--- src/sv/msfc_pkg.sv ---
// ----------------------------------------------------------------------------
// msfc_pkg
// Shared types and constants for the Modbus status frame checker: register
// indexes, reset values, frame constants, status codes and unit controls.
// ----------------------------------------------------------------------------
`default_nettype none

package msfc_pkg;

  // default frame geometry
  localparam int MAX_FRAME_DEF        = 32;
  localparam int COUNTER_OFFSET_DEF   = 11;
  localparam int DIRECTION_OFFSET_DEF = 12;

  // frame constants
  localparam int           MIN_FRAME_LEN   = 17;
  localparam logic [7:0]   FC_READ_HOLDING = 8'h03;
  localparam logic [7:0]   EXP_BYTE_COUNT  = 8'h0C;
  localparam logic [15:0]  CRC_INIT        = 16'hFFFF;
  localparam logic [15:0]  CRC_POLY        = 16'hA001;

  // configuration register indexes
  localparam logic [2:0] REG_DEVICE_ADDRESS = 3'd0;
  localparam logic [2:0] REG_CLOSED_LIMIT   = 3'd1;
  localparam logic [2:0] REG_CODE_OPENING   = 3'd2;
  localparam logic [2:0] REG_CODE_CLOSING   = 3'd3;
  localparam logic [2:0] REG_CODE_AT_LIMIT  = 3'd4;
  localparam logic [2:0] REG_CODE_AT_PED    = 3'd5;
  localparam logic [2:0] REG_CODE_STOPPED   = 3'd6;

  // configuration reset values
  localparam logic [7:0] DEVICE_ADDRESS_RST = 8'd10;
  localparam logic [7:0] CLOSED_LIMIT_RST   = 8'd15;
  localparam logic [7:0] CODE_RST           = 8'd0;

  // frame status codes
  localparam logic [1:0] STATUS_OK      = 2'd0;
  localparam logic [1:0] STATUS_HEADER  = 2'd1;
  localparam logic [1:0] STATUS_CRC     = 2'd2;
  localparam logic [1:0] STATUS_UNKNOWN = 2'd3;

  // operation codes
  localparam logic [1:0] OP_IDLE    = 2'd0;
  localparam logic [1:0] OP_OPENING = 2'd1;
  localparam logic [1:0] OP_CLOSING = 2'd2;

  // sequencer states
  typedef enum logic [2:0] {
    ST_IDLE,
    ST_CRC,
    ST_EVAL,
    ST_DIV,
    ST_WRITE
  } seq_state_t;

  // crc unit control and status
  typedef struct packed {
    logic clear;
    logic start;
  } crc_ctrl_t;

  typedef struct packed {
    logic busy;
    logic last;
    logic zero;
  } crc_stat_t;

  // divider control and status
  typedef struct packed {
    logic start;
  } div_ctrl_t;

  typedef struct packed {
    logic busy;
    logic last;
  } div_stat_t;

endpackage

`default_nettype wire

--- src/sv/msfc_crc_unit.sv ---
// ----------------------------------------------------------------------------
// msfc_crc_unit
// Bit-serial CRC-16/Modbus: folds one byte into the accumulator, then shifts
// one bit per cycle.
// ----------------------------------------------------------------------------
`default_nettype none

module msfc_crc_unit (
  input  wire logic               clk,
  input  wire logic               rst,
  input  wire msfc_pkg::crc_ctrl_t ctrl,
  input  wire logic [7:0]         data,
  output msfc_pkg::crc_stat_t     stat
);

  logic [15:0] crc_acc;
  logic [2:0]  bit_cnt;
  logic        busy;
  logic [15:0] crc_step;

  // one reflected shift step
  always_comb begin
    if (crc_acc[0]) begin
      crc_step = (crc_acc >> 1) ^ msfc_pkg::CRC_POLY;
    end else begin
      crc_step = crc_acc >> 1;
    end
  end

  // accumulator and bit counter
  always_ff @(posedge clk) begin
    if (rst) begin
      crc_acc <= msfc_pkg::CRC_INIT;
      bit_cnt <= '0;
      busy    <= 1'b0;
    end else if (ctrl.clear) begin
      crc_acc <= msfc_pkg::CRC_INIT;
      bit_cnt <= '0;
      busy    <= 1'b0;
    end else if (ctrl.start) begin
      crc_acc <= crc_acc ^ {8'h00, data};
      bit_cnt <= '0;
      busy    <= 1'b1;
    end else if (busy) begin
      crc_acc <= crc_step;
      bit_cnt <= bit_cnt + 3'd1;
      if (bit_cnt == 3'd7) begin
        busy <= 1'b0;
      end
    end
  end

  assign stat.busy = busy;
  assign stat.last = busy && (bit_cnt == 3'd7);
  assign stat.zero = (crc_acc == 16'h0000);

endmodule

`default_nettype wire

--- src/sv/msfc_div_unit.sv ---
// ----------------------------------------------------------------------------
// msfc_div_unit
// Restoring divider for the position: (512*diff + lim) / (2*lim), one
// quotient bit per cycle. Needs diff <= lim.
// ----------------------------------------------------------------------------
`default_nettype none

module msfc_div_unit (
  input  wire logic                clk,
  input  wire logic                rst,
  input  wire msfc_pkg::div_ctrl_t ctrl,
  input  wire logic [7:0]          lim,
  input  wire logic [7:0]          diff,
  output msfc_pkg::div_stat_t      stat,
  output logic [8:0]               quotient
);

  logic [8:0] rem;
  logic [8:0] num_bits;
  logic [8:0] den;
  logic [3:0] step_cnt;
  logic       busy;
  logic [9:0] trial;
  logic       fits;

  // trial subtract
  always_comb begin
    trial = {rem, num_bits[8]};
    fits  = (trial >= {1'b0, den});
  end

  // divider registers; upper numerator bits preload the remainder
  always_ff @(posedge clk) begin
    if (rst) begin
      busy     <= 1'b0;
      step_cnt <= '0;
    end else if (ctrl.start) begin
      busy     <= 1'b1;
      step_cnt <= '0;
    end else if (busy) begin
      step_cnt <= step_cnt + 4'd1;
      if (step_cnt == 4'd8) begin
        busy <= 1'b0;
      end
    end
  end

  always_ff @(posedge clk) begin
    if (ctrl.start) begin
      rem      <= {1'b0, diff};
      num_bits <= {1'b0, lim};
      den      <= {lim, 1'b0};
      quotient <= '0;
    end else if (busy) begin
      num_bits <= {num_bits[7:0], 1'b0};
      if (fits) begin
        rem      <= 9'(trial - {1'b0, den});
        quotient <= {quotient[7:0], 1'b1};
      end else begin
        rem      <= trial[8:0];
        quotient <= {quotient[7:0], 1'b0};
      end
    end
  end

  assign stat.busy = busy;
  assign stat.last = busy && (step_cnt == 4'd8);

endmodule

`default_nettype wire

--- src/sv/modbus_status_frame_checker_unit.sv ---
// ----------------------------------------------------------------------------
// modbus_status_frame_checker_unit
// Checks Modbus RTU read-holding responses byte by byte, runs CRC-16/Modbus,
// and at frame end reports status, change flag, position and operation.
//
//   channel  direction  handshake            payload
//   in       receive    in_valid / in_stall  rx_byte, frame_end
//   out      send       out_valid/out_stall  frame_status, state_changed,
//                                            position_q8, operation
//   cfg      receive    cfg_write            cfg_index, cfg_data
//
// A counted byte is accepted and then shifted through the serial crc unit; a
// byte past MAX_FRAME is accepted without a crc step. A frame end byte adds an
// evaluate step, a divider run when the position is needed, and a load of the output register.
// in_stall is high whenever the sequencer is not idle.
// A stalled result holds in the output register; the next frame end waits
// until the register is free. Reset is synchronous and needs no clearing pass.
// ----------------------------------------------------------------------------
`default_nettype none

module modbus_status_frame_checker_unit #(
  parameter int MAX_FRAME        = msfc_pkg::MAX_FRAME_DEF,
  parameter int COUNTER_OFFSET   = msfc_pkg::COUNTER_OFFSET_DEF,
  parameter int DIRECTION_OFFSET = msfc_pkg::DIRECTION_OFFSET_DEF
) (
  input  wire logic       clk,
  input  wire logic       rst,
  // input bytes
  input  wire logic       in_valid,
  output logic            in_stall,
  input  wire logic [7:0] rx_byte,
  input  wire logic       frame_end,
  // results
  output logic            out_valid,
  input  wire logic       out_stall,
  output logic [1:0]      frame_status,
  output logic            state_changed,
  output logic [8:0]      position_q8,
  output logic [1:0]      operation,
  // configuration
  input  wire logic       cfg_write,
  input  wire logic [2:0] cfg_index,
  input  wire logic [7:0] cfg_data
);

  localparam int BCW = $clog2(MAX_FRAME + 1);

  // configuration registers
  logic [7:0] device_address;
  logic [7:0] closed_limit_count;
  logic [7:0] code_opening;
  logic [7:0] code_closing;
  logic [7:0] code_at_limit;
  logic [7:0] code_at_pedestrian;
  logic [7:0] code_stopped;

  // frame state
  logic [BCW-1:0] byte_count;
  logic           header_good;
  logic [7:0]     frame_counter_byte;
  logic [7:0]     frame_direction_byte;
  logic [7:0]     prev_counter;
  logic [7:0]     prev_direction;
  logic           last_byte;

  // evaluated result
  logic [1:0] res_status;
  logic       res_changed;
  logic [1:0] res_op;
  logic       res_use_pos;

  msfc_pkg::seq_state_t state, state_next;
  msfc_pkg::crc_ctrl_t  crc_ctrl;
  msfc_pkg::crc_stat_t  crc_stat;
  msfc_pkg::div_ctrl_t  div_ctrl;
  msfc_pkg::div_stat_t  div_stat;
  logic [8:0]           div_quotient;

  logic           accept;
  logic           counted;
  logic           out_free;
  logic           hdr_bad;
  logic           dir_open;
  logic           dir_close;
  logic           dir_idle;
  logic           pos_needed;
  logic [7:0]     pos_diff;

  assign accept   = in_valid && !in_stall;
  assign counted  = (byte_count < BCW'(MAX_FRAME));
  assign out_free = !out_valid || !out_stall;
  assign in_stall = (state != msfc_pkg::ST_IDLE);

  // frame checks
  always_comb begin
    hdr_bad    = !header_good || (byte_count < BCW'(msfc_pkg::MIN_FRAME_LEN));
    dir_open   = (frame_direction_byte == code_opening);
    dir_close  = (frame_direction_byte == code_closing);
    dir_idle   = (frame_direction_byte == code_at_limit) ||
                 (frame_direction_byte == code_at_pedestrian) ||
                 (frame_direction_byte == code_stopped);
    pos_needed = (closed_limit_count != 8'd0) &&
                 (frame_counter_byte < closed_limit_count);
    pos_diff   = closed_limit_count - frame_counter_byte;
  end

  // shared units
  msfc_crc_unit u_crc (
    .clk  (clk),
    .rst  (rst),
    .ctrl (crc_ctrl),
    .data (rx_byte),
    .stat (crc_stat)
  );

  msfc_div_unit u_div (
    .clk      (clk),
    .rst      (rst),
    .ctrl     (div_ctrl),
    .lim      (closed_limit_count),
    .diff     (pos_diff),
    .stat     (div_stat),
    .quotient (div_quotient)
  );

  // sequencer state register
  always_ff @(posedge clk) begin
    if (rst) begin
      state <= msfc_pkg::ST_IDLE;
    end else begin
      state <= state_next;
    end
  end

  // next state and unit controls
  always_comb begin
    state_next     = state;
    crc_ctrl.clear = 1'b0;
    crc_ctrl.start = 1'b0;
    div_ctrl.start = 1'b0;
    unique case (state)
      msfc_pkg::ST_IDLE: begin
        if (accept) begin
          crc_ctrl.start = counted;
          state_next     = msfc_pkg::ST_CRC;
        end
      end
      msfc_pkg::ST_CRC: begin
        if (!crc_stat.busy || crc_stat.last) begin
          state_next = last_byte ? msfc_pkg::ST_EVAL : msfc_pkg::ST_IDLE;
        end
      end
      msfc_pkg::ST_EVAL: begin
        if (!hdr_bad && crc_stat.zero && (dir_open || dir_close || dir_idle)
            && pos_needed) begin
          div_ctrl.start = 1'b1;
          state_next     = msfc_pkg::ST_DIV;
        end else begin
          state_next = msfc_pkg::ST_WRITE;
        end
      end
      msfc_pkg::ST_DIV: begin
        if (div_stat.last) begin
          state_next = msfc_pkg::ST_WRITE;
        end
      end
      msfc_pkg::ST_WRITE: begin
        if (out_free) begin
          crc_ctrl.clear = 1'b1;
          state_next     = msfc_pkg::ST_IDLE;
        end
      end
      default: begin
        state_next = msfc_pkg::ST_IDLE;
      end
    endcase
  end

  // configuration writes
  always_ff @(posedge clk) begin
    if (rst) begin
      device_address     <= msfc_pkg::DEVICE_ADDRESS_RST;
      closed_limit_count <= msfc_pkg::CLOSED_LIMIT_RST;
      code_opening       <= msfc_pkg::CODE_RST;
      code_closing       <= msfc_pkg::CODE_RST;
      code_at_limit      <= msfc_pkg::CODE_RST;
      code_at_pedestrian <= msfc_pkg::CODE_RST;
      code_stopped       <= msfc_pkg::CODE_RST;
    end else if (cfg_write) begin
      unique case (cfg_index)
        msfc_pkg::REG_DEVICE_ADDRESS: device_address     <= cfg_data;
        msfc_pkg::REG_CLOSED_LIMIT:   closed_limit_count <= cfg_data;
        msfc_pkg::REG_CODE_OPENING:   code_opening       <= cfg_data;
        msfc_pkg::REG_CODE_CLOSING:   code_closing       <= cfg_data;
        msfc_pkg::REG_CODE_AT_LIMIT:  code_at_limit      <= cfg_data;
        msfc_pkg::REG_CODE_AT_PED:    code_at_pedestrian <= cfg_data;
        msfc_pkg::REG_CODE_STOPPED:   code_stopped       <= cfg_data;
        default: ;
      endcase
    end
  end

  // header checks, field capture and byte count
  always_ff @(posedge clk) begin
    if (rst) begin
      byte_count           <= '0;
      header_good          <= 1'b1;
      frame_counter_byte   <= '0;
      frame_direction_byte <= '0;
      last_byte            <= 1'b0;
    end else if (state == msfc_pkg::ST_WRITE && out_free) begin
      byte_count           <= '0;
      header_good          <= 1'b1;
      frame_counter_byte   <= '0;
      frame_direction_byte <= '0;
      last_byte            <= 1'b0;
    end else if (accept) begin
      last_byte <= frame_end;
      if (counted) begin
        byte_count <= byte_count + BCW'(1);
        if ((byte_count == BCW'(0)) && (rx_byte != device_address)) begin
          header_good <= 1'b0;
        end
        if ((byte_count == BCW'(1)) && (rx_byte != msfc_pkg::FC_READ_HOLDING)) begin
          header_good <= 1'b0;
        end
        if ((byte_count == BCW'(2)) && (rx_byte != msfc_pkg::EXP_BYTE_COUNT)) begin
          header_good <= 1'b0;
        end
        if (byte_count == BCW'(COUNTER_OFFSET)) begin
          frame_counter_byte <= rx_byte;
        end
        if (byte_count == BCW'(DIRECTION_OFFSET)) begin
          frame_direction_byte <= rx_byte;
        end
      end
    end
  end

  // frame evaluation and last good frame tracking
  always_ff @(posedge clk) begin
    if (rst) begin
      prev_counter   <= '0;
      prev_direction <= '0;
    end else if (state == msfc_pkg::ST_EVAL && !hdr_bad && crc_stat.zero) begin
      prev_counter   <= frame_counter_byte;
      prev_direction <= frame_direction_byte;
    end
  end

  always_ff @(posedge clk) begin
    if (state == msfc_pkg::ST_EVAL) begin
      res_changed <= 1'b0;
      res_op      <= msfc_pkg::OP_IDLE;
      res_use_pos <= 1'b0;
      if (hdr_bad) begin
        res_status <= msfc_pkg::STATUS_HEADER;
      end else if (!crc_stat.zero) begin
        res_status <= msfc_pkg::STATUS_CRC;
      end else begin
        res_changed <= (frame_counter_byte != prev_counter) ||
                       (frame_direction_byte != prev_direction);
        if (dir_open || dir_close || dir_idle) begin
          res_status  <= msfc_pkg::STATUS_OK;
          res_use_pos <= pos_needed;
          if (dir_open) begin
            res_op <= msfc_pkg::OP_OPENING;
          end else if (dir_close) begin
            res_op <= msfc_pkg::OP_CLOSING;
          end
        end else begin
          res_status <= msfc_pkg::STATUS_UNKNOWN;
        end
      end
    end
  end

  // output register
  always_ff @(posedge clk) begin
    if (rst) begin
      out_valid <= 1'b0;
    end else if (state == msfc_pkg::ST_WRITE && out_free) begin
      out_valid <= 1'b1;
    end else if (!out_stall) begin
      out_valid <= 1'b0;
    end
  end

  always_ff @(posedge clk) begin
    if (state == msfc_pkg::ST_WRITE && out_free) begin
      frame_status  <= res_status;
      state_changed <= res_changed;
      position_q8   <= res_use_pos ? div_quotient : 9'd0;
      operation     <= res_op;
    end
  end

  // checks
  a_idle_units_quiet: assert property (@(posedge clk) disable iff (rst)
    (state == msfc_pkg::ST_IDLE) |-> (!crc_stat.busy && !div_stat.busy))
    else $error("shared unit busy while sequencer idle");

  a_pos_only_ok: assert property (@(posedge clk) disable iff (rst)
    (out_valid && (position_q8 != 9'd0)) |-> (frame_status == msfc_pkg::STATUS_OK))
    else $error("nonzero position on a faulty frame");

  a_pos_range: assert property (@(posedge clk) disable iff (rst)
    out_valid |-> (position_q8 <= 9'd256))
    else $error("position out of range");

  a_result_from_write: assert property (@(posedge clk) disable iff (rst)
    $rose(out_valid) |-> ($past(state) == msfc_pkg::ST_WRITE))
    else $error("result appeared outside the write step");

  a_div_only_in_div: assert property (@(posedge clk) disable iff (rst)
    div_stat.busy |-> (state == msfc_pkg::ST_DIV))
    else $error("divider running outside its step");

endmodule

`default_nettype wire
--- config.mk ---
export PLATFORM = sky130hd
export DESIGN_NAME = modbus_status_frame_checker_unit
export DESIGN_NICKNAME = d
export VERILOG_FILES = /design/src/sv/msfc_pkg.sv /design/src/sv/msfc_crc_unit.sv /design/src/sv/msfc_div_unit.sv /design/src/sv/modbus_status_frame_checker_unit.sv
export SDC_FILE = /design/constraint.sdc
export NUM_CORES = 1
export LEC_CHECK = 0
export BUFFER_PORTS_ARGS = -buffer_cell sky130_fd_sc_hd__buf_2
export CORE_ASPECT_RATIO = 1.4
export CORE_MARGIN = 1.5
export CORE_UTILIZATION = 55
export DETAILED_ROUTE_END_ITERATION = 10
export GPL_TIMING_DRIVEN = 0
export PLACE_DENSITY = 0.7
export RECOVER_POWER = 25
export SLEW_MARGIN = 20
export SYNTH_ARGS = -nofsm -noshare
export SYNTH_HDL_FRONTEND = slang
export SYNTH_SLANG_ARGS = --single-unit
--- constraint.sdc ---
create_clock -name clk -period 5.4 [get_ports clk]
set_input_delay 1.08 -clock clk [delete_from_list [all_inputs] [get_ports clk]]
set_output_delay 1.08 -clock clk [all_outputs]
set_load 0.01 [all_outputs]
==> results of run 1 <==
cell families after synthesis:
kind of cell    after synthesis
flops                       180
buf+inv                      73
compound gates              126
mux                          67
fa+ha+maj                    28
xor+xnor                     83
simple gates                352
worst max-delay path: cells and delay by family, from the launching register on:
kind / cells / cell delay, ns
and+or+nand+nor: 3 / 1.57
buffers and inverters: 3 / 0.75
AOI/OAI and AO/OA: 1 / 0.36
DFF: 1 / 0.31
per-stage QoR:
stage	cell area, um^2	power, mW	utilization [%]
2_1_floorplan	8650	1.57	-
3_3_place_gp	9080	1.63	58.7
3_5_place_dp	9100	1.64	58.8
4_1_cts	9690	2.83	62.6
5_1_grt	9670	2.91	62.5
6_report	9670	2.81	62.5
final cells by class:
| type | instances | share of cell area (%) |
|---|---|---|
| inverters | 27 | 1.05 |
| plain buffers | 46 | 2.63 |
| clock buffers | 17 | 4.40 |
| repair buffers | 38 | 1.94 |
| multi-input cells | 656 | 43.9 |
| clock inverters | 15 | 1.67 |
| well taps | 196 | 2.54 |
| flip-flops and latches | 180 | 41.8 |
worst paths after layout:
check                            startpoint                 endpoint  cells after the start
hold / removal    res_changed$_SDFFCE_PP0N_  state_changed$_DFFE_PP_                      0
setup reg to reg      state[1]$_SDFFE_PP0P_   u_div.rem[0]$_DFFE_PP_                      7
hold reg to reg   res_changed$_SDFFCE_PP0N_  state_changed$_DFFE_PP_                      0
setup / recovery      state[1]$_SDFFE_PP0P_   u_div.rem[0]$_DFFE_PP_                      7
registers in the layout, indices dropped and copies added (netlist names), 9 cells and up:
signal / flops
position_q8: 9
u_div.num_bits: 9
u_div.quotient: 9
u_crc.crc_acc: 16
u_div.rem: 9
routing by layer:
metal  share of wire (%)  wire length [um]  vias up  global-route usage (%)
met3                 2.5               477       39                    3.36
li1                    -                 -     3233                       -
met4                 3.4               642        0                    10.9
met1                  43              8110     3019                    28.6
met2                  52              9820      118                    42.5
met5                   0                 0        -                       0
cells in the final DEF, fill, tap and decap left out, types with 5 or more instances in the layout:
master and n:
and2_0 5, a21oi_1 63, nand3_1 14, nand4_1 22, o21a_1 10, buf_2 42
nor3_1 15, ha_1 26, mux2i_1 58, nor2_1 84, inv_1 26, clkbuf_1 25
nand2_1 151, edfxtp_1 44, nand2b_1 9, nand3b_1 6, buf_4 7, a31oi_1 10
xnor2_1 57, and2_1 8, nor4_1 8, o21ai_0 19, mux2_4 7, clkinv_4 5
nor2b_1 7, xor2_1 26, clkbuf_16 17, dfxtp_1 136
power by group:
part | leakage [nW] | total, mW | internal (mW) | switching [mW]
clock | 0.288 | 1.21 | 0.620 | 0.585
sequential | 1.51 | 1.42 | 1.40 | 0.0220
combinational | 1.97 | 0.186 | 0.0669 | 0.119
total | 3.76 | 2.81 | 2.09 | 0.727
==> impl_metrics.tcl, run 1 <==
set metrics [dict create \
    outcome "finished, final reports clean" \
    drive_above_1_share_pct 11.6 \
    ys_ff_latch 180 \
    worst-path-max-fanout 16 \
    drt_first_pass_iters 5 \
    grt_max_degree 20 \
    drt_iter0_drc 309 \
    synth_compound_area_share_pct 8.91 \
    hold_viol 0 \
    cts.repair.resized 0 \
    drc 0 \
    synthFlopType "dfxtp_1" \
    yosys.area.top_type_share_pct 31.5 \
    ys_seq_area_share_pct 46.7 \
    clk_pin_slew_ns 0.07 \
    synth_top_family_by_area "simple AND/OR/NAND/NOR gates" \
    worstSkewPairLatency_ns 0.42 \
    synth.largest_area_cell "dfxtp_1" \
    grt_first_pass_wirelength_um 30200 \
    fin_crit_ns 3.38 \
    h-tree-depth 4 \
    worstHoldPathType "register to register" \
    yosys-mux-area-fraction_pct 8.19 \
    place_congestion 0.895 \
    synth.most_common_cell "nand2_1" \
    wl_per_cell_um 16.2 \
    antenna_cells 0 \
    fin_tns_setup_ns 0 \
    die_area_mm2 0.0165 \
    fin_cells 1175 \
    rsz0062_at_grt "false" \
    multiInputGateArea_mm2 0.00425 \
    crit_path_top_delay_cell "nor3b_1" \
    async_reset_ff_share_pct 0 \
    final_max_slew_viol_count 0 \
    area_growth_pct 11.7 \
    ant_nets 0 \
    place_hpwl_um 13700 \
    yosysWarnings 0 \
    p_leak_nw 3.76 \
    worst_setup_path_end_kind "register" \
    worstMarginPinSlew_ns 0.949 \
    synthTopCellsByCount "151 x nand2_1, 136 x dfxtp_1, 84 x nor2_1, 63 x a21oi_1, 58 x mux2i_1" \
    die_w_um 109 \
    dp_slack_ns 2.23 \
    vias 6409 \
    ir_drop_mv 0.221 \
    arrival_ns 3.43 \
    r2r_slack_ns 2.02 \
    die_h_um 151 \
    cp_cell_sequence "clkbuf_1 -> nor3b_1 -> nand3_2 -> buf_6 -> a2111o_1 -> buf_6 -> nand2b_1" \
    gr-total-overflow 0 \
    post_synth_and_or_nand_nor_area_fraction_pct 19.4 \
    drt_wl_total_um 19100 \
    syn-num-nets 962 \
    synthDistinctLibCells 65 \
    layout_setup_ws_ns 2.02 \
    core_area_mm2 0.0155 \
    dp.cells 1143 \
    cts_buffers 17 \
    max_cap_violations 0 \
    synth_adder_area_share_pct 4.22 \
    relSlewSlack_pct 36.6 \
    hold_buffers 0 \
    syn_area_mm2 0.00865 \
    start_util_pct 55.9 \
    rows 54 \
    skew_ns 0.00832 \
    clkSinkCount 180 \
    worstPathRequired_ns 5.45 \
    ios 41 \
    postCtsSetupRepairBufs 0 \
    avgSynthCellArea_um2 9.52 \
    path_common_cell "buf_6" \
    antenna_found_initial 0 \
    fin_crit_sh_pct 62.6 \
    ctsRootBufferMaster "clkbuf_16" \
    fmax_ghz 0.296 \
    cts_tree "done" \
    power_density_mw_per_mm2 291 \
    synth_edf_count 44 \
    synthCells 909 \
    clockBufferDepth 2 \
    critPathKind "register to register" \
    layout.nets 1019 \
    grt_pass1_vias 6009 \
    fin_hold_ws_ns 0.434 \
    port_buffers 36 \
    synth_xor_area_share_pct 8.40 \
    cp_slowest_stage_delay_ns 0.83 \
    via_per_inst 5.45 \
    track_usage_pct 24.1 \
    worst_setup_path_start_kind "register" \
    regArea_mm2 0.00404 \
    fillers 1348 \
    synth.area.top_cells "dfxtp_1 31%, edfxtp_1 15%, mux2i_1 6.7%" \
    finalSetupViolations 0 \
]
(Power assumes the default switching activity.)
==> inputs of run 2 (changes only) <==
--- a/config.mk
+++ b/config.mk
@@ -11,7 +11,7 @@
 export CORE_UTILIZATION = 55
 export DETAILED_ROUTE_END_ITERATION = 10
 export GPL_TIMING_DRIVEN = 0
-export PLACE_DENSITY = 0.7
+export PLACE_DENSITY = 0.72
 export RECOVER_POWER = 25
 export SLEW_MARGIN = 20
 export SYNTH_ARGS = -nofsm -noshare
==> constraint.sdc (replaced) <==
create_clock -name clk -period 3.08 [get_ports clk]
set_input_delay 0.616 -clock clk [delete_from_list [all_inputs] [get_ports clk]]
set_output_delay 0.616 -clock clk [all_outputs]
set_load 0.01 [all_outputs]
==> run 2 against run 1 <==
Final area up 0.21%. Critical path depth up 2. Sequential power up 75%. Clock power up 79%. Utilization up 0.13 points. Die area unchanged. Worst hold slack worse by 0.0066 ns. Clock skew up 0.0070 ns. Wire length up 3.1%. Power up 77%. Sequential share of layout area down 0.086 points. Non-clock buffer count down 1. Largest cell class unchanged. Largest power group unchanged.
==> impl_metrics.tcl, run 2 (synthesis gave the netlist of run 1 again) <==
set metrics [dict create \
    finalSetupViolations 0 \
    p_leak_nw 3.76 \
    hold_buffers 0 \
    fmax_ghz 0.345 \
    clk_pin_slew_ns 0.07 \
    clkSinkCount 180 \
    cts.repair.resized 1 \
    fin_crit_sh_pct 94.1 \
    power.total_mw 4.99 \
    die_area_mm2 0.0165 \
    fin_tns_setup_ns 0 \
    worstMarginPinSlew_ns 0.947 \
    drt_wl_total_um 19600 \
    drive_above_1_share_pct 11.8 \
    fin_area_mm2 0.00969 \
    seqPwrFrac_pct 50.0 \
    wl_per_cell_um 16.7 \
    worstHoldPathType "register to register" \
    start_util_pct 55.9 \
    layout_setup_ws_ns 0.182 \
    rows 54 \
    crit_path_top_delay_cell "a2111oi_2" \
    power_frac_comb_pct 6.6 \
    area_growth_pct 11.9 \
    vias 6472 \
    die_w_um 109 \
    grt_pass1_vias 6079 \
    cts_buffers 17 \
    fin_hold_ws_ns 0.427 \
    drt_first_pass_iters 5 \
    dp_slack_ns -0.204 \
    ant_nets 0 \
    fin_cells 1174 \
    final_cell_mix "151 x nand2_1, 136 x dfxtp_1, 84 x nor2_1" \
    worst-path-max-fanout 6 \
    gr-total-overflow 0 \
    via_per_inst 5.51 \
    grt_max_degree 21 \
    p_switching_mw 1.32 \
    layout.nets 1018 \
    antenna_found_initial 0 \
    worstPathRequired_ns 3.21 \
    port_buffers 36 \
    final_common_cell "nand2_1" \
    drt_iter0_drc 292 \
    dp.cells 1142 \
    p_sw_share_pct 26.4 \
    path_depth 9 \
    r2r_cells 9 \
    ios 41 \
    power_density_mw_per_mm2 515 \
    worstSkewPairLatency_ns 0.44 \
    drc 0 \
    critPathTopFamily "compound AO/OA/AOI/OAI gates" \
    track_usage_pct 24.9 \
    p_clk_share_pct 43.4 \
    crit_buf_inv 2 \
    fin_util_pct 62.6 \
    max_cap_violations 0 \
    post_dp_cell_area_mm2 0.00909 \
    h-tree-depth 4 \
    arrival_ns 3.03 \
    cts_tree "done" \
    skew_ns 0.0153 \
    p_int_mw 3.67 \
    worst_setup_path_end_kind "register" \
    regMostFlops "u_crc.crc_acc" \
    grt_first_pass_wirelength_um 31100 \
    cp_cell_sequence "inv_1 -> ha_1 -> fa_1 -> nor2b_1 -> o2111ai_1 -> a31oi_1 -> nor2_1 -> a2111oi_2 -> buf_2" \
    fin_crit_ns 2.90 \
    ir_drop_mv 0.317 \
    relSlewSlack_pct 36.7 \
    r2r_slack_ns 0.18 \
    ctsRootBufferMaster "clkbuf_16" \
    critPathKind "register to register" \
    rsz0062_at_grt "false" \
    cp_slowest_stage_delay_ns 0.48 \
    worst_setup_path_start_kind "register" \
    clockBufferDepth 2 \
    place_hpwl_um 14000 \
    hold_viol 0 \
    antenna_cells 0 \
    place_congestion 0.820 \
    die_h_um 151 \
    worst_hold_path.num_cells 0 \
    final_max_slew_viol_count 0 \
    outcome "finished, final reports clean" \
    core_area_mm2 0.0155 \
    postCtsSetupRepairBufs 0 \
    largest_reg_flops 16 \
]
==> run 2: cell types whose count changed in the layout (fill, tap and decap cells not counted), sizes merged <==
cell	before	now
buf	58	57
clkbuf	43	44
inv	33	34
clkinv	9	7
==> run 2: power groups by stage <==
stage	Clock (mW)	Combinational, mW	Sequential [mW]
finish	2.17	0.329	2.49
floorplan	0	0.221	2.54
global route	2.29	0.362	2.50
detailed placement	0	0.325	2.55
CTS	2.18	0.327	2.49
global placement	0	0.319	2.55
==> run 2: area by class of cell <==
| class | instances | area, um^2 |
|---|---|---|
| fillers | 1359 | 5790 |
| multi-input cells | 656 | 4260 |
| flip-flops and latches | 180 | 4040 |
| clock buffers | 18 | 429 |
| plain buffers | 46 | 255 |
| well taps | 196 | 245 |
| repair buffers | 37 | 181 |
| clock inverters | 14 | 165 |
| inverters | 27 | 101 |
==> run 2: metal layers <==
| metal | track usage, % | part of all wire, % |
|---|---|---|
| met5 | 0 | 0 |
| met4 | 10.5 | 2.6 |
| met3 | 3.92 | 2.5 |
| met2 | 45.0 | 53 |
| met1 | 28.8 | 42 |
==> run 2: final timing paths <==
check | start | end
hold reg to reg | res_op[1]$_SDFFCE_PP0N_ | operation[1]$_DFFE_PP_
hold / removal | res_op[1]$_SDFFCE_PP0N_ | operation[1]$_DFFE_PP_
setup reg to reg | closed_limit_count[0]$_SDFFE_PP1P_ | u_div.den[1]$_DFFE_PP_
setup / recovery | closed_limit_count[0]$_SDFFE_PP1P_ | u_div.den[1]$_DFFE_PP_
==> inputs of run 3 (changes only) <==
--- a/config.mk
+++ b/config.mk
@@ -16,4 +16,5 @@
 export SLEW_MARGIN = 20
 export SYNTH_ARGS = -nofsm -noshare
 export SYNTH_HDL_FRONTEND = slang
+export SYNTH_HIERARCHICAL = 1
 export SYNTH_SLANG_ARGS = --single-unit
==> run 3 against run 2 <==
The run now ends with capacitance limit, slew limit left. Sequential share of layout area decreased by 1.2 points. Maximum frequency decreased by 1.4%. Sequential power about the same. Die area increased by 2.0%. Wire length increased by 0.72%. Synthesized cell count increased by 3.1%. First-iteration DRC count increased by 26%. Critical path depth increased by 1.
==> impl_metrics.tcl, run 3 <==
set metrics [dict create \
    outcome "finished with violations" \
    violations "capacitance limit, slew limit" \
    min_to "frame_status[0]$_DFFE_PP_" \
    synthCells 937 \
    drc 0 \
    fin_crit_sh_pct 95.4 \
    drive_above_1_share_pct 13.4 \
    syn_area_mm2 0.00883 \
    cp_slowest_stage_delay_ns 0.37 \
    place_congestion 0.864 \
    power.total_mw 5.25 \
    worstReg2RegStart "u_crc/crc_acc[0]$_SDFFE_PP1P_" \
    power_density_mw_per_mm2 526 \
    largest_reg_flops 16 \
    h-tree-depth 4 \
    grt_first_pass_wirelength_um 32100 \
    drt_wl_total_um 19800 \
    gr-total-overflow 0 \
    syn-num-nets 990 \
    r2r_slack_ns 0.14 \
    drt_iter0_drc 369 \
    grt_max_degree 18 \
    place_hpwl_um 14200 \
    worst_hold_path.num_cells 0 \
    relSlewSlack_pct -1.14 \
    start_util_pct 56.3 \
    grt_pass1_vias 6363 \
    rows 54 \
    fin_tns_setup_ns 0 \
    fillers 1352 \
    ctsRootBufferMaster "clkbuf_16" \
    ant_nets 0 \
    worstMarginPinSlew_ns 1.51 \
    drt_first_pass_iters 5 \
    worst_setup_path_end_kind "register" \
    skew_ns 0.0114 \
    port_buffers 38 \
    fmax_ghz 0.340 \
    regArea_mm2 0.00404 \
    avgSynthCellArea_um2 9.42 \
    wl_per_cell_um 16.4 \
    clockBufferDepth 2 \
    worstHoldPathType "register to register" \
    crit_path_top_delay_cell "nor4_4" \
    r2r_cells 10 \
    core_area_mm2 0.0157 \
    ir_drop_mv 0.339 \
    antenna_cells 0 \
    hold_viol 0 \
    die_h_um 153 \
    ios 41 \
    area_growth_pct 13.0 \
    critPathKind "register to register" \
    final_cell_mix "151 x nand2_1, 136 x dfxtp_1, 75 x nor2_1" \
    vias 6717 \
    die_area_mm2 0.0168 \
    clk_pin_slew_ns 0.07 \
    regMostFlops "u_crc/crc_acc" \
    worst-path-max-fanout 10 \
    final_common_cell "nand2_1" \
    max_cap_violations 1 \
    worst_setup_path_start_kind "register" \
    p_leak_nw 3.69 \
    cts_buffers 17 \
    r2r_end "u_div/num_bits[1]$_DFFE_PP_" \
    clkSinkCount 180 \
    crit_buf_inv 3 \
    worstSkewPairLatency_ns 0.44 \
    yosysWarnings 6 \
    cp_cell_sequence "inv_1 -> ha_1 -> nor4b_1 -> and4_2 -> and2_1 -> o311ai_1 -> nor4_4 -> buf_6 -> buf_4 -> mux2_2" \
    via_per_inst 5.57 \
    track_usage_pct 24.8 \
    arrival_ns 3.13 \
    final_max_slew_viol_count 9 \
    critPathTopFamily "simple AND/OR/NAND/NOR gates" \
    antenna_found_initial 1 \
    die_w_um 110 \
    worstPathRequired_ns 3.27 \
    finalSetupViolations 0 \
    layout.nets 1050 \
    multiInputGateArea_mm2 0.00444 \
    holdCritStartpoint "res_status[0]$_SDFFCE_PP1N_" \
    cts_tree "done" \
    fin_crit_ns 2.94 \
]
==> run 3: final cells by class <==
class | count | area share, %
Multi-Input combinational cell | 678 | 44.5
Timing Repair Buffer | 41 | 2.00
Inverter | 36 | 1.36
Tap cell | 196 | 2.46
Sequential cell | 180 | 40.6
Clock inverter | 9 | 1.34
Clock buffer | 23 | 5.22
Buffer | 43 | 2.57
==> run 3: metrics by stage <==
stage	cell area [um^2]	std cells	hold slack [ns]	utilization [%]	setup slack, ns
2_1_floorplan	8850	937	0.400	-	0.00872
3_3_place_gp	9290	1171	0.409	59.2	-0.764
3_5_place_dp	9300	1172	0.412	59.4	-0.836
4_1_cts	9980	1206	0.426	63.7	0.0292
5_1_grt	9970	1206	0.438	63.6	-0.000199
6_report	9970	1206	0.424	63.6	0.140
==> run 3: routing by layer <==
metal	GRT usage, %	vias to the layer above	wire length (um)
met3	4.78	54	813
met5	0	-	11
met4	11.6	2	670
met2	41.4	167	9870
met1	30.4	3147	8420
li1	-	3347	-
==> run 3: repair_timing <==
item                                    in CTS  in global routing
endpoints found under the setup margin      48                 16
hold buffers                                 0                  0
gates resized for setup                      6                  6
setup buffers                                2                  0
cloned                                       0                  0
pin swaps                                    2                  1
==> run 3: worst max-delay path by stage <==
stage,start,endpoint,cells after the start
2_1_floorplan,closed_limit_count[0]$_SDFFE_PP1P_,u_div/num_bits[1]$_DFFE_PP_,11
3_3_place_gp,byte_count[0]$_SDFFE_PP0P_,u_div/rem[1]$_DFFE_PP_,12
3_5_place_dp,byte_count[0]$_SDFFE_PP0P_,u_div/rem[1]$_DFFE_PP_,12
4_1_cts,closed_limit_count[0]$_SDFFE_PP1P_,u_div/num_bits[1]$_DFFE_PP_,11
5_1_grt,u_crc/crc_acc[0]$_SDFFE_PP1P_,u_div/num_bits[6]$_DFFE_PP_,10
6_report,u_crc/crc_acc[0]$_SDFFE_PP1P_,u_div/num_bits[1]$_DFFE_PP_,10
==> run 3: power by group <==
| group | total, mW | switching [mW] | internal [mW] |
|---|---|---|---|
| registers | 2.51 | 0.0495 | 2.46 |
| logic | 0.360 | 0.221 | 0.139 |
| clock network | 2.37 | 0.928 | 1.45 |
